--- src/rtl/pmpw_pkg.sv ---
`timescale 1ns / 1ps
// ----------------------------------------------------------------------------
// pmpw_pkg
// Types, codes and constants shared by the paint mode pixel writer.
// ----------------------------------------------------------------------------
package pmpw_pkg;

    // Number of bit planes in a pixel; colours are taken modulo 2^PIXEL_BITS.
    localparam int PIXEL_BITS = 8;
    localparam logic [7:0] PIX_MASK = 8'((1 << PIXEL_BITS) - 1);

    // Depth of the queue between the front and the back.
    localparam int QUEUE_DEPTH = 4;
    localparam int QPTR_BITS   = $clog2(QUEUE_DEPTH);

    // APB address width: eight 32-bit registers at byte addresses 4*i.
    localparam int ADDR_BITS = 5;

    typedef enum logic [2:0] {
        MODE_MASK    = 3'd0,
        MODE_COLOR   = 3'd1,
        MODE_REPLACE = 3'd2,
        MODE_SMEAR   = 3'd3,
        MODE_SHADE   = 3'd4,
        MODE_BLEND   = 3'd5,
        MODE_CYCLE   = 3'd6,
        MODE_XOR     = 3'd7
    } t_paint_mode;

    typedef enum logic [1:0] {
        WOP_NONE       = 2'd0,
        WOP_WRITE      = 2'd1,
        WOP_COMPLEMENT = 2'd2
    } t_write_op;

    typedef enum logic [2:0] {
        REG_PAINT_MODE   = 3'd0,
        REG_RANGE_ENABLE = 3'd1,
        REG_RANGE_LOW    = 3'd2,
        REG_RANGE_HIGH   = 3'd3,
        REG_CLIP_LEFT    = 3'd4,
        REG_CLIP_TOP     = 3'd5,
        REG_CLIP_RIGHT   = 3'd6,
        REG_CLIP_BOTTOM  = 3'd7
    } t_reg_idx;

    typedef struct packed {
        t_paint_mode        paint_mode;
        logic               range_enable;
        logic [7:0]         range_low;
        logic [7:0]         range_high;
        logic signed [15:0] clip_left;
        logic signed [15:0] clip_top;
        logic signed [15:0] clip_right;
        logic signed [15:0] clip_bottom;
    } t_cfg;

    // A pixel word after classification by the front.
    typedef struct packed {
        logic       in_clip;
        logic [7:0] value;
        logic [7:0] pen;
        logic       erase;
        logic       stroke_start;
    } t_item;

    typedef struct packed {
        logic full;
        logic empty;
    } t_queue_status;

endpackage

--- src/rtl/pmpw_regs.sv ---
`timescale 1ns / 1ps
// ----------------------------------------------------------------------------
// pmpw_regs
// APB register file holding the paint mode, colour range and clip box.
// ----------------------------------------------------------------------------
module pmpw_regs
    import pmpw_pkg::*;
(
    input  logic                 i_clk,
    input  logic                 i_rst_n,
    input  logic                 psel,
    input  logic                 penable,
    input  logic                 pwrite,
    input  logic [ADDR_BITS-1:0] paddr,
    input  logic [31:0]          pwdata,
    output logic [31:0]          prdata,
    output logic                 pready,
    output t_cfg                 o_cfg
);

    t_cfg     r_cfg;
    t_cfg     n_cfg;
    t_reg_idx w_idx;
    logic     w_write;

    assign w_idx   = t_reg_idx'(paddr[ADDR_BITS-1:2]);
    assign w_write = psel && penable && pwrite;
    assign pready  = 1'b1;
    assign o_cfg   = r_cfg;

    always_comb begin
        n_cfg = r_cfg;
        if (w_write) begin
            unique case (w_idx)
                REG_PAINT_MODE:   n_cfg.paint_mode   = t_paint_mode'(pwdata[2:0]);
                REG_RANGE_ENABLE: n_cfg.range_enable = pwdata[0];
                REG_RANGE_LOW:    n_cfg.range_low    = pwdata[7:0];
                REG_RANGE_HIGH:   n_cfg.range_high   = pwdata[7:0];
                REG_CLIP_LEFT:    n_cfg.clip_left    = pwdata[15:0];
                REG_CLIP_TOP:     n_cfg.clip_top     = pwdata[15:0];
                REG_CLIP_RIGHT:   n_cfg.clip_right   = pwdata[15:0];
                REG_CLIP_BOTTOM:  n_cfg.clip_bottom  = pwdata[15:0];
                default:          n_cfg = r_cfg;
            endcase
        end
    end

    always_ff @(posedge i_clk) begin
        if (!i_rst_n) begin
            r_cfg.paint_mode   <= MODE_COLOR;
            r_cfg.range_enable <= 1'b0;
            r_cfg.range_low    <= 8'd0;
            r_cfg.range_high   <= 8'd255;
            r_cfg.clip_left    <= 16'sd0;
            r_cfg.clip_top     <= 16'sd0;
            r_cfg.clip_right   <= -16'sd1;
            r_cfg.clip_bottom  <= -16'sd1;
        end else begin
            r_cfg <= n_cfg;
        end
    end

    // Clip coordinates read back sign-extended.
    always_comb begin
        unique case (w_idx)
            REG_PAINT_MODE:   prdata = {29'd0, r_cfg.paint_mode};
            REG_RANGE_ENABLE: prdata = {31'd0, r_cfg.range_enable};
            REG_RANGE_LOW:    prdata = {24'd0, r_cfg.range_low};
            REG_RANGE_HIGH:   prdata = {24'd0, r_cfg.range_high};
            REG_CLIP_LEFT:    prdata = {{16{r_cfg.clip_left[15]}}, r_cfg.clip_left};
            REG_CLIP_TOP:     prdata = {{16{r_cfg.clip_top[15]}}, r_cfg.clip_top};
            REG_CLIP_RIGHT:   prdata = {{16{r_cfg.clip_right[15]}}, r_cfg.clip_right};
            REG_CLIP_BOTTOM:  prdata = {{16{r_cfg.clip_bottom[15]}}, r_cfg.clip_bottom};
            default:          prdata = 32'd0;
        endcase
    end

endmodule

--- src/rtl/pmpw_front.sv ---
`timescale 1ns / 1ps
// ----------------------------------------------------------------------------
// pmpw_front
// Accepts pixel words, tests them against the clip box and registers them.
// ----------------------------------------------------------------------------
module pmpw_front
    import pmpw_pkg::*;
(
    input  logic               i_clk,
    input  logic               i_rst_n,
    input  t_cfg               i_cfg,
    input  logic               i_valid,
    output logic               o_stall,
    input  logic signed [15:0] i_pos_x,
    input  logic signed [15:0] i_pos_y,
    input  logic [7:0]         i_read_value,
    input  logic [7:0]         i_pen_color,
    input  logic               i_erase_active,
    input  logic               i_stroke_start,
    input  t_queue_status      i_queue,
    output logic               o_push,
    output t_item              o_item
);

    logic  r_valid;
    logic  n_valid;
    t_item r_item;
    t_item n_item;
    logic  w_accept;

    assign o_push   = r_valid && !i_queue.full;
    assign o_stall  = r_valid && i_queue.full;
    assign w_accept = i_valid && !o_stall;
    assign o_item   = r_item;

    always_comb begin
        n_valid = w_accept || (r_valid && !o_push);
        n_item  = r_item;
        if (w_accept) begin
            n_item.in_clip = (i_pos_x >= i_cfg.clip_left) && (i_pos_x <= i_cfg.clip_right) &&
                             (i_pos_y >= i_cfg.clip_top)  && (i_pos_y <= i_cfg.clip_bottom);
            n_item.value        = i_read_value & PIX_MASK;
            n_item.pen          = i_pen_color & PIX_MASK;
            n_item.erase        = i_erase_active;
            n_item.stroke_start = i_stroke_start;
        end
    end

    always_ff @(posedge i_clk) begin
        if (!i_rst_n) begin
            r_valid <= 1'b0;
        end else begin
            r_valid <= n_valid;
        end
    end

    always_ff @(posedge i_clk) begin
        r_item <= n_item;
    end

endmodule

--- src/rtl/pmpw_queue.sv ---
`timescale 1ns / 1ps
// ----------------------------------------------------------------------------
// pmpw_queue
// Short first-in first-out queue of classified pixel words.
// ----------------------------------------------------------------------------
module pmpw_queue
    import pmpw_pkg::*;
(
    input  logic          i_clk,
    input  logic          i_rst_n,
    input  logic          i_push,
    input  t_item         i_item,
    input  logic          i_pop,
    output t_item         o_item,
    output t_queue_status o_status
);

    t_item                r_mem [QUEUE_DEPTH];
    logic [QPTR_BITS-1:0] r_wr_ptr;
    logic [QPTR_BITS-1:0] n_wr_ptr;
    logic [QPTR_BITS-1:0] r_rd_ptr;
    logic [QPTR_BITS-1:0] n_rd_ptr;
    logic [QPTR_BITS:0]   r_count;
    logic [QPTR_BITS:0]   n_count;

    assign o_status.full  = (r_count == (QPTR_BITS+1)'(QUEUE_DEPTH));
    assign o_status.empty = (r_count == '0);
    assign o_item         = r_mem[r_rd_ptr];

    always_comb begin
        n_wr_ptr = i_push ? r_wr_ptr + 1'b1 : r_wr_ptr;
        n_rd_ptr = i_pop  ? r_rd_ptr + 1'b1 : r_rd_ptr;
        n_count  = r_count + (QPTR_BITS+1)'(i_push) - (QPTR_BITS+1)'(i_pop);
    end

    always_ff @(posedge i_clk) begin
        if (!i_rst_n) begin
            r_wr_ptr <= '0;
            r_rd_ptr <= '0;
            r_count  <= '0;
        end else begin
            r_wr_ptr <= n_wr_ptr;
            r_rd_ptr <= n_rd_ptr;
            r_count  <= n_count;
        end
    end

    always_ff @(posedge i_clk) begin
        if (i_push) begin
            r_mem[r_wr_ptr] <= i_item;
        end
    end

endmodule

--- src/rtl/pmpw_back.sv ---
`timescale 1ns / 1ps
// ----------------------------------------------------------------------------
// pmpw_back
// Applies the paint mode to queued words, keeps the one-pixel history and
// holds the write decision in the output register.
// ----------------------------------------------------------------------------
module pmpw_back
    import pmpw_pkg::*;
(
    input  logic          i_clk,
    input  logic          i_rst_n,
    input  t_cfg          i_cfg,
    input  t_queue_status i_queue,
    input  t_item         i_item,
    output logic          o_pop,
    output logic          o_valid,
    input  logic          i_stall,
    output t_write_op     o_write_op,
    output logic [7:0]    o_write_color
);

    logic       r_valid;
    t_write_op  r_op;
    t_write_op  n_op;
    logic [7:0] r_color;
    logic [7:0] n_color;
    logic [7:0] r_prev_value;
    logic [7:0] n_prev_value;
    logic       r_prev_in_range;
    logic       n_prev_in_range;
    logic       r_first_pending;
    logic       n_first_pending;
    logic       w_first;
    logic       w_here;
    logic       w_shade_ok;
    logic [8:0] w_sum;
    t_write_op  w_op;
    logic [7:0] w_color;

    assign o_pop         = !i_queue.empty && (!r_valid || !i_stall);
    assign o_valid       = r_valid;
    assign o_write_op    = r_op;
    assign o_write_color = r_color;

    assign w_here = !i_cfg.range_enable ||
                    ((i_item.value >= i_cfg.range_low) && (i_item.value <= i_cfg.range_high));
    assign w_sum  = {1'b0, i_item.value} + {1'b0, r_prev_value};

    always_comb begin
        if (i_item.erase) begin
            w_shade_ok = !(i_cfg.range_enable && ((i_item.value <= i_cfg.range_low) ||
                                                  (i_item.value > i_cfg.range_high)));
        end else begin
            w_shade_ok = !(i_cfg.range_enable && ((i_item.value < i_cfg.range_low) ||
                                                  (i_item.value >= i_cfg.range_high)));
        end
    end

    always_comb begin
        w_first         = i_item.stroke_start || r_first_pending;
        w_op            = WOP_NONE;
        w_color         = 8'd0;
        n_prev_value    = r_prev_value;
        n_prev_in_range = r_prev_in_range;
        unique case (i_cfg.paint_mode) inside
            MODE_SMEAR: begin
                if (!w_first) begin
                    w_op    = WOP_WRITE;
                    w_color = r_prev_value;
                end
                w_first      = 1'b0;
                n_prev_value = i_item.value;
            end
            MODE_SHADE: begin
                if (w_shade_ok) begin
                    w_op = WOP_WRITE;
                    if (i_item.erase) begin
                        w_color = (i_item.value - 8'd1) & PIX_MASK;
                    end else begin
                        w_color = (i_item.value + 8'd1) & PIX_MASK;
                    end
                end
            end
            MODE_BLEND: begin
                if (!w_first && w_here && r_prev_in_range) begin
                    w_op    = WOP_WRITE;
                    w_color = w_sum[8:1] & PIX_MASK;
                end
                w_first         = 1'b0;
                n_prev_value    = i_item.value;
                n_prev_in_range = w_here;
            end
            MODE_XOR: begin
                if (i_item.erase) begin
                    w_op    = WOP_WRITE;
                    w_color = i_item.pen;
                end else begin
                    w_op = WOP_COMPLEMENT;
                end
            end
            MODE_MASK, MODE_COLOR, MODE_REPLACE, MODE_CYCLE: begin
                w_op    = WOP_WRITE;
                w_color = i_item.pen;
            end
            default: begin
                w_op    = WOP_WRITE;
                w_color = i_item.pen;
            end
        endcase
        n_first_pending = w_first;
        // A pixel outside the clip box is never written; a colour only goes
        // out with a plain write.
        n_op    = i_item.in_clip ? w_op : WOP_NONE;
        n_color = (n_op == WOP_WRITE) ? w_color : 8'd0;
    end

    always_ff @(posedge i_clk) begin
        if (!i_rst_n) begin
            r_valid         <= 1'b0;
            r_prev_value    <= 8'd0;
            r_prev_in_range <= 1'b0;
            r_first_pending <= 1'b0;
        end else begin
            if (o_pop) begin
                r_valid         <= 1'b1;
                r_prev_value    <= n_prev_value;
                r_prev_in_range <= n_prev_in_range;
                r_first_pending <= n_first_pending;
            end else if (!i_stall) begin
                r_valid <= 1'b0;
            end
        end
    end

    always_ff @(posedge i_clk) begin
        if (o_pop) begin
            r_op    <= n_op;
            r_color <= n_color;
        end
    end

endmodule

--- src/rtl/paint_mode_pixel_writer_top.sv ---
`timescale 1ns / 1ps
// ----------------------------------------------------------------------------
// paint_mode_pixel_writer_top
// Per-pixel paint engine: turns each brush pixel into one write decision.
// ----------------------------------------------------------------------------
//
//  Channel   Handshake            Payload
//  -------   ------------------   ---------------------------------------------
//  input     i_valid / o_stall    i_pos_x, i_pos_y, i_read_value, i_pen_color,
//                                 i_erase_active, i_stroke_start
//  output    o_valid / i_stall    o_write_op, o_write_color
//  config    APB psel/penable     paddr, pwdata, prdata, pready (always high)
//
// One word is taken per clock cycle and one result leaves per clock cycle
// while neither side stalls; that rate is set by the combinational mode logic
// of the back and its one-pixel history register, updated on every pop.
// Each word passes the front register, the queue and the back output register.
// Reset is synchronous and active low; it loads the register defaults,
// clears the history and empties the queue.
// A stall at the output fills the four-word queue first; only when the queue
// and the front register are both full is o_stall raised to the source.
//
// Structure: the front registers each accepted word together with its clip
// test, a short queue decouples it from the back, and the back applies the
// paint mode in order, updating the smear and blend history as it pops.
// ----------------------------------------------------------------------------
module paint_mode_pixel_writer_top
    import pmpw_pkg::*;
(
    input  logic                 i_clk,
    input  logic                 i_rst_n,
    // input word channel
    input  logic                 i_valid,
    output logic                 o_stall,
    input  logic signed [15:0]   i_pos_x,
    input  logic signed [15:0]   i_pos_y,
    input  logic [7:0]           i_read_value,
    input  logic [7:0]           i_pen_color,
    input  logic                 i_erase_active,
    input  logic                 i_stroke_start,
    // result channel
    output logic                 o_valid,
    input  logic                 i_stall,
    output logic [1:0]           o_write_op,
    output logic [7:0]           o_write_color,
    // configuration port
    input  logic                 psel,
    input  logic                 penable,
    input  logic                 pwrite,
    input  logic [ADDR_BITS-1:0] paddr,
    input  logic [31:0]          pwdata,
    output logic [31:0]          prdata,
    output logic                 pready
);

    t_cfg          w_cfg;
    t_queue_status w_queue;
    t_item         w_front_item;
    t_item         w_back_item;
    logic          w_push;
    logic          w_pop;
    t_write_op     w_write_op;

    // Registers are only to be written while the datapath is idle, so both halves
    // read them directly; the block itself does not enforce this.
    pmpw_regs u_regs (
        .i_clk   (i_clk),
        .i_rst_n (i_rst_n),
        .psel    (psel),
        .penable (penable),
        .pwrite  (pwrite),
        .paddr   (paddr),
        .pwdata  (pwdata),
        .prdata  (prdata),
        .pready  (pready),
        .o_cfg   (w_cfg)
    );

    pmpw_front u_front (
        .i_clk          (i_clk),
        .i_rst_n        (i_rst_n),
        .i_cfg          (w_cfg),
        .i_valid        (i_valid),
        .o_stall        (o_stall),
        .i_pos_x        (i_pos_x),
        .i_pos_y        (i_pos_y),
        .i_read_value   (i_read_value),
        .i_pen_color    (i_pen_color),
        .i_erase_active (i_erase_active),
        .i_stroke_start (i_stroke_start),
        .i_queue        (w_queue),
        .o_push         (w_push),
        .o_item         (w_front_item)
    );

    pmpw_queue u_queue (
        .i_clk    (i_clk),
        .i_rst_n  (i_rst_n),
        .i_push   (w_push),
        .i_item   (w_front_item),
        .i_pop    (w_pop),
        .o_item   (w_back_item),
        .o_status (w_queue)
    );

    pmpw_back u_back (
        .i_clk         (i_clk),
        .i_rst_n       (i_rst_n),
        .i_cfg         (w_cfg),
        .i_queue       (w_queue),
        .i_item        (w_back_item),
        .o_pop         (w_pop),
        .o_valid       (o_valid),
        .i_stall       (i_stall),
        .o_write_op    (w_write_op),
        .o_write_color (o_write_color)
    );

    assign o_write_op = w_write_op;

    // The front must never push into a full queue, nor the back pop an empty one.
    a_no_overflow: assert property (@(posedge i_clk) disable iff (!i_rst_n)
        !(w_push && w_queue.full))
        else $error("queue written while full");

    a_no_underflow: assert property (@(posedge i_clk) disable iff (!i_rst_n)
        !(w_pop && w_queue.empty))
        else $error("queue read while empty");

    // Only a plain write carries a colour.
    a_color_zero: assert property (@(posedge i_clk) disable iff (!i_rst_n)
        (o_valid && (w_write_op != WOP_WRITE)) |-> (o_write_color == 8'd0))
        else $error("colour present without a write");

    // A result held under stall must not be replaced by a later pop.
    a_hold_result: assert property (@(posedge i_clk) disable iff (!i_rst_n)
        (o_valid && i_stall) |-> !w_pop)
        else $error("result overwritten while stalled");

endmodule

--- config.mk ---
export PLATFORM = sky130hd
export DESIGN_NAME = paint_mode_pixel_writer_top
export DESIGN_NICKNAME = d
export VERILOG_FILES = /design/src/rtl/pmpw_pkg.sv /design/src/rtl/pmpw_regs.sv /design/src/rtl/pmpw_front.sv /design/src/rtl/pmpw_queue.sv /design/src/rtl/pmpw_back.sv /design/src/rtl/paint_mode_pixel_writer_top.sv
export SDC_FILE = /design/constraint.sdc
export NUM_CORES = 1
export LEC_CHECK = 0
export BUFFER_PORTS_ARGS = -buffer_cell sky130_fd_sc_hd__buf_4
export CORE_MARGIN = 5
export CORE_UTILIZATION = 30
export DETAILED_ROUTE_END_ITERATION = 10
export GPL_ROUTABILITY_DRIVEN = 0
export SYNTH_ARGS = -nofsm -noshare
export SYNTH_HDL_FRONTEND = slang
export SYNTH_SLANG_ARGS = --single-unit
--- constraint.sdc ---
create_clock -name i_clk -period 5.7 [get_ports i_clk]
set_input_delay 0.57 -clock i_clk [delete_from_list [all_inputs] [get_ports i_clk]]
set_output_delay 0.57 -clock i_clk [all_outputs]
set_load 0.02 [all_outputs]
==> results of run 1 <==
==> cell usage after synthesis, drive strengths merged (3+ instances only) <==
cell | n | area [sq um]
ha | 99 | 1240
dfxtp | 105 | 2100
nand3 | 13 | 65.1
o221ai | 3 | 26.3
fa | 3 | 60.1
clkbuf | 37 | 140
o21a | 8 | 60.1
a21boi | 36 | 270
o22ai | 5 | 31.3
buf | 24 | 163
o211ai | 41 | 308
a21oi | 47 | 235
nand2b | 8 | 50.1
mux2i | 23 | 230
a22oi | 4 | 30.0
nand2 | 143 | 537
nor3 | 18 | 90.1
a211o | 3 | 26.3
o41ai | 3 | 45.1
nor2b | 27 | 169
edfxtp | 105 | 3150
nand4 | 20 | 125
inv | 92 | 345
o21ai | 25 | 125
and2 | 21 | 131
a222oi | 6 | 60.1
nor2 | 38 | 143
a211oi | 5 | 42.5
o211a | 3 | 30.0
xor2 | 6 | 52.6
xnor2 | 11 | 96.3
and3 | 4 | 25.0
mux4 | 28 | 649
a21o | 15 | 113
==> registers in the layout, summed over array words and instances, names as in the netlist, 2 cells and up, named ones only <==
register              cells
u_back.o_write_op         2
u_queue.r_mem            76
u_queue.r_wr_ptr          2
u_back.o_write_color      8
u_back.r_prev_value       8
u_front.o_item           19
u_regs.o_cfg             84
u_queue.r_count           3
u_queue.r_rd_ptr          2
==> per-layer routing <==
layer | share of wire, % | wire (microns) | vias up
met4 | 2.7 | 766 | 4
li1 | - | - | 4027
met5 | 0.094 | 27 | -
met2 | 48 | 13700 | 212
met1 | 44 | 12800 | 3851
met3 | 5.2 | 1490 | 52
==> worst max-delay path by stage <==
stage / endpoint / slack [ns] / cells past startpoint
finish: u_back.o_write_color[7] / 1.70 / 9
global route: u_back.o_write_color[7] / 1.39 / 9
CTS: u_back.o_write_color[7] / 1.66 / 9
detailed placement: u_back.o_write_color[7] / 1.65 / 9
global placement: u_back.o_write_color[3] / 1.69 / 8
floorplan: u_back.o_write_color[7] / 1.99 / 11
==> power by group <==
part,switching (mW),internal (mW)
logic,0.680,0.548
clock network,0.630,0.928
registers,0.0925,1.73
total,1.40,3.20
==> cells by family (layout without fill, tap and decap cells) <==
kind of cell	count (synthesis)	in the layout	synth area share (%)
mux	53	53	7.99
simple gates	299	299	12.3
buf+inv	153	260	5.74
compound gates	227	227	14.6
fa+ha+maj	102	102	11.5
flops	210	210	46.5
other cells	1	1	0.0332
xor+xnor	17	17	1.32
==> cell type report <==
cell class | instances | area, sq um
Clock inverter | 14 | 179
Sequential cell | 210 | 5260
Inverter | 92 | 345
Multi-Input combinational cell | 699 | 5400
Timing Repair Buffer | 126 | 946
Fill cell | 3691 | 24000
Clock buffer | 28 | 624
Tap cell | 511 | 639
==> per-stage QoR <==
step	std cells	setup WS, ns	hold WS [ns]	instance area (sq um)	total power, mW
finish	1680	1.70	0.213	13400	4.61
global route	1680	1.39	0.190	13400	4.84
CTS	1680	1.66	0.177	13400	4.67
detailed placement	1638	1.65	0.476	12600	3.09
global placement	1638	1.69	0.456	12600	3.07
floorplan	1062	1.99	0.443	11300	2.70
==> metrics.md, run 1 <==
| Metric | Value |
|---|---|
| Worst Path Max Fanout | `12` |
| Gr ovfl total | `0` |
| Initial antenna violation count | `2` |
| Grt met3 use | `2.08%` |
| GRT Max-Usage Layer | `met2` |
| Worst path bufs/invs | `1` |
| Die area | `0.0416 sq mm` |
| Worst slew margin | `18.5%` |
| Routed WL | `28,700 microns` |
| Residual DRC | `0` |
| Setup violations, final | `0` |
| Resized cells post-CTS | `0` |
| GR met1 Demand/Resource | `17.3%` |
| Layout cells sized above 1 | `17.4%` |
| Post-layout util | `35.8%` |
| Hold WC Path Type | `primary input to flip-flop` |
| Via count | `8,146` |
| Most frequent cells in the layout | `143 x nand2_1, 126 x buf_4, 105 x dfxtp_1, 105 x edfxtp_1, 99 x ha_1` |
| Initial Util | `30.2%` |
| Startpoint Class | `flip-flop` |
| WP data required | `6.06 ns` |
| Register area share after synthesis | `46.5%` |
| Maximum level of the CTS H-tree | `1` |
| Synth Warn # | `0` |
| Commonest non-fill, non-tap cell in the layout | `nand2_1` |
| Setup TNS | `0 ns` |
| Worst-path clk slew | `0.06 ns` |
| Synth Flop Type | `edfxtp_1` |
| Post-synthesis register bit count | `210` |
| Total CTS buffers | `23` |
| Hold Fails Final Rpt | `0` |
| Number of global-route vias before repair | `8,018` |
| # hold bufs at CTS | `0` |
| Fmax | `250 MHz` |
| Dpl hpwl | `21,500 microns` |
| P&R area growth vs syn | `18.5%` |
| Reg2Reg Depth | `9` |
| Via density | `4.85` |
| Outcome | `complete, no violations` |
| Ant. Diodes | `0` |
| Clk buf depth | `3` |
| Worst reg2reg path endpoint | `u_back.o_write_color[7]` |
| Die Width | `204 microns` |
| GRT Util Overall | `13.3%` |
| Post-CTS Setup Bufs | `0` |
| Pwr dens | `344 mW/mm^2` |
| Crit. End Element | `flip-flop` |
| CP peak stage delay | `0.79 ns` |
| Clock Sink Count | `210` |
| Die Y-Extent | `204 microns` |
| Later-pin clock latency in the skew report | `0.53 ns` |
| Mapped Avg Cell Area | `10.6 sq um` |
| Setup slack, reg-to-reg | `1.70 ns` |
| Share of async-settable or async-resettable flops after synthesis | `0%` |
| Max-cap violations | `0` |
| Pin count of the biggest net entering global routing | `105` |
| Met2 usage | `23.0%` |
| DRT antenna net count | `0` |
| EDFF count, synth | `105` |
| Worst-path cell chain | `buf_4 > mux4_2 > ha_1 > a21oi_1 > a21oi_1 > o22a_1 > a211oi_2 > o21ai_0 > a311oi_2` |
| Hold Path Depth | `1` |
| Max IR drop VDD | `0.280 mV` |
| Core Region | `0.0374 sq mm` |
| Crit Path Category | `flip-flop to flip-flop` |
| Worst hold endpoint | `u_front.o_item[14]` |
| Nets | `1,348` |
| DRT iter0 DRCs | `390` |
| Clock tree from TritonCTS | `yes` |
| Final slew viol count | `0` |
| Synth Cell Area | `0.0113 sq mm` |
| Mapped Cells | `1,062` |
| Cell family with most CP delay | `compound AO/OA/AOI/OAI gates` |
| Io pins | `139` |
| Drt first pass iters | `7` |
| Final min period | `4.00 ns` |
| IO buf count | `119` |
| Final worst path period share | `70.2%` |
| Rows | `71` |
| Worst EP arrival | `4.36 ns` |
| P_leak | `5.36 nW` |
| Post-DR wirelength/cell | `17.1 microns` |
| Worst path slowest cell | `dfxtp_1` |
| Final Skew | `0.0199 ns` |
| CTS root buf | `clkbuf_16` |
| Min-delay src | `i_read_value[4]` |
| Distinct cells, synth | `67` |
| Syn_nets | `1,258` |
| Worst-Margin Slew | `1.22 ns` |
| RSZ-0062 raised after global routing | `no` |
| First-pass GRT wire length | `44,100 microns` |
| Most used cell, CP | `a21oi_1` |
Power figures use the tool's default switching activity.
==> run 2: changes to the inputs <==
==> constraint.sdc (replaced) <==
create_clock -name i_clk -period 3.2 [get_ports i_clk]
set_input_delay 0.32 -clock i_clk [delete_from_list [all_inputs] [get_ports i_clk]]
set_output_delay 0.32 -clock i_clk [all_outputs]
set_load 0.02 [all_outputs]
==> metrics.md, run 2 (same netlist as run 1, synthesis figures left out) <==
| Metric | Value |
|---|---|
| Nets | `1,404` |
| Worst reg2reg path endpoint | `u_back.o_write_color[6]` |
| GRT Util Overall | `14.4%` |
| Routed WL | `30,500 microns` |
| Die area | `0.0416 sq mm` |
| Core Region | `0.0374 sq mm` |
| Hold Path Depth | `3` |
| First-pass GRT wire length | `47,900 microns` |
| Via count | `8,458` |
| Commonest non-fill, non-tap cell in the layout | `buf_4` |
| Clock tree from TritonCTS | `yes` |
| Worst Path Max Fanout | `5` |
| Final Skew | `0.0326 ns` |
| RSZ-0062 raised after global routing | `yes` |
| Min-delay src | `i_stall` |
| Dpl hpwl | `22,300 microns` |
| Initial Util | `30.2%` |
| Hold Fails Final Rpt | `0` |
| Later-pin clock latency in the skew report | `0.54 ns` |
| Gr ovfl total | `0` |
| Clock Sink Count | `210` |
| Finished layout cell area | `0.0141 sq mm` |
| Maximum level of the CTS H-tree | `1` |
| Hold WC Path Type | `primary input to flip-flop` |
| Residual DRC | `0` |
| Max IR drop VDD | `0.562 mV` |
| Fmax | `318 MHz` |
| Pwr dens | `613 mW/mm^2` |
| Worst path bufs/invs | `4` |
| Worst-path clk slew | `0.06 ns` |
| WP data required | `3.47 ns` |
| Via density | `4.87` |
| Io pins | `139` |
| Worst slew margin | `30.0%` |
| Crit. End Element | `flip-flop` |
| DRT antenna net count | `0` |
| CTS root buf | `clkbuf_16` |
| Post-DR wirelength/cell | `17.6 microns` |
| Reg2Reg Depth | `12` |
| Crit Path Category | `flip-flop to flip-flop` |
| Clk buf depth | `3` |
| Total CTS buffers | `22` |
| CP peak stage delay | `0.59 ns` |
| Max reg flops | `84` |
| Final min period | `3.15 ns` |
| Number of global-route vias before repair | `8,784` |
| Die Y-Extent | `204 microns` |
| Max-cap violations | `0` |
| Post-layout util | `37.8%` |
| IO buf count | `119` |
| Ant. Diodes | `0` |
| Layout cells sized above 1 | `21.9%` |
| Setup slack, reg-to-reg | `0.05 ns` |
| Worst-path cell chain | `buf_12 > mux4_2 > buf_6 > ha_4 > nand4_1 > a21oi_1 > o22a_2 > buf_6 > o32ai_4 > o41ai_4 > buf_4 > a21oi_1` |
| Area after DPL | `0.0129 sq mm` |
| Rows | `71` |
| Worst EP arrival | `3.42 ns` |
| DRT iter0 DRCs | `480` |
| Setup violations, final | `0` |
| Setup TNS | `0 ns` |
| Final worst path period share | `98.3%` |
| Worst path slowest cell | `mux4_2` |
| Initial antenna violation count | `0` |
| Outcome | `complete, no violations` |
| P&R area growth vs syn | `25.0%` |
| Worst-Margin Slew | `1.05 ns` |
| Startpoint Class | `flip-flop` |
| P_leak | `5.62 nW` |
| Final slew viol count | `0` |
| Hold WS | `0.0825 ns` |
| Die Width | `204 microns` |
| Drt first pass iters | `5` |
| Most frequent cells in the layout | `154 x buf_4, 143 x nand2_1, 105 x edfxtp_1` |
| Pin count of the biggest net entering global routing | `105` |
| Worst hold endpoint | `u_back.o_valid` |
| Cell family with most CP delay | `compound AO/OA/AOI/OAI gates` |
run 2: changes by cell type in the layout (fill, tap and decap cells not counted), moves of 3 or more:
| cell | delta |
|---|---|
| buf_6 | +6 |
| mux4_2 | +3 |
| dlygate4sd3_1 | +19 |
| ha_4 | +9 |
| ha_1 | -10 |
| o21ai_1 | +3 |
| buf_12 | +3 |
| clkinv_4 | -3 |
| a21oi_1 | -9 |
| buf_4 | +28 |
| o21ai_0 | -4 |
| mux4_1 | -3 |
| a21oi_2 | +7 |
run 2: worst max path at each step:
stage	cells past startpoint	slack, ns	start	endpoint
after floorplan	11	0.002	flip-flop	u_back.o_write_color[4]
after global placement	10	-0.04	flip-flop	u_back.o_write_color[6]
after detailed placement	10	-0.09	flip-flop	u_back.o_write_color[2]
after CTS	11	-0.0005	flip-flop	u_back.o_write_color[6]
after global routing	12	-0.09	flip-flop	u_back.o_write_color[6]
final	12	0.05	flip-flop	u_back.o_write_color[6]
run 2: cell type report:
| class | instances | area [sq um] |
|---|---|---|
| Inverter | 92 | 348 |
| Sequential cell | 210 | 5260 |
| Multi-Input combinational cell | 699 | 5620 |
| Fill cell | 3660 | 23300 |
| Timing Repair Buffer | 183 | 1500 |
| Clock inverter | 10 | 126 |
| Clock buffer | 30 | 621 |
| Tap cell | 511 | 639 |
run 2: metal layers:
metal	part of all wire (%)	vias up	track usage, %
met3	5.3	39	2.05
li1	-	4118	-
met5	0	-	0
met4	1.8	0	2.73
met2	49	242	25.4
met1	44	4059	18.9
run 2: worst reg2reg max path: cells and delay by family (launching register included):
kind,cells,cell delay [ns]
buffers and inverters,4,0.62
AO/OA/AOI/OAI,5,0.89
AND/OR/NAND/NOR,1,0.13
multiplexers,1,0.59
flip-flops,1,0.39
adder cells (fa/ha/maj),1,0.25
run 2: power breakdown:
part | switching (mW) | internal [mW]
Combinational | 1.48 | 1.34
Clock | 1.09 | 1.53
Sequential | 0.137 | 3.08
run 2: timing repair:
item                                    in CTS  in global routing
hold buffers                                19                  0
gates resized for setup                     32                 18
setup buffers                                2                  2
pin swaps                                   10                 11
endpoints found under the hold margin       19                  0
cloned                                       1                  0
endpoints found under the setup margin       8                  8
run 2: stage by stage:
step           power (mW)  std cells  setup WS, ns
3_3_place_gp         5.68       1672       -0.0360
6_report             8.65       1735        0.0542
3_5_place_dp         5.73       1672       -0.0938
5_1_grt              9.11       1735       -0.0898
4_1_cts              8.63       1734     -0.000475
2_1_floorplan        4.82       1062       0.00216
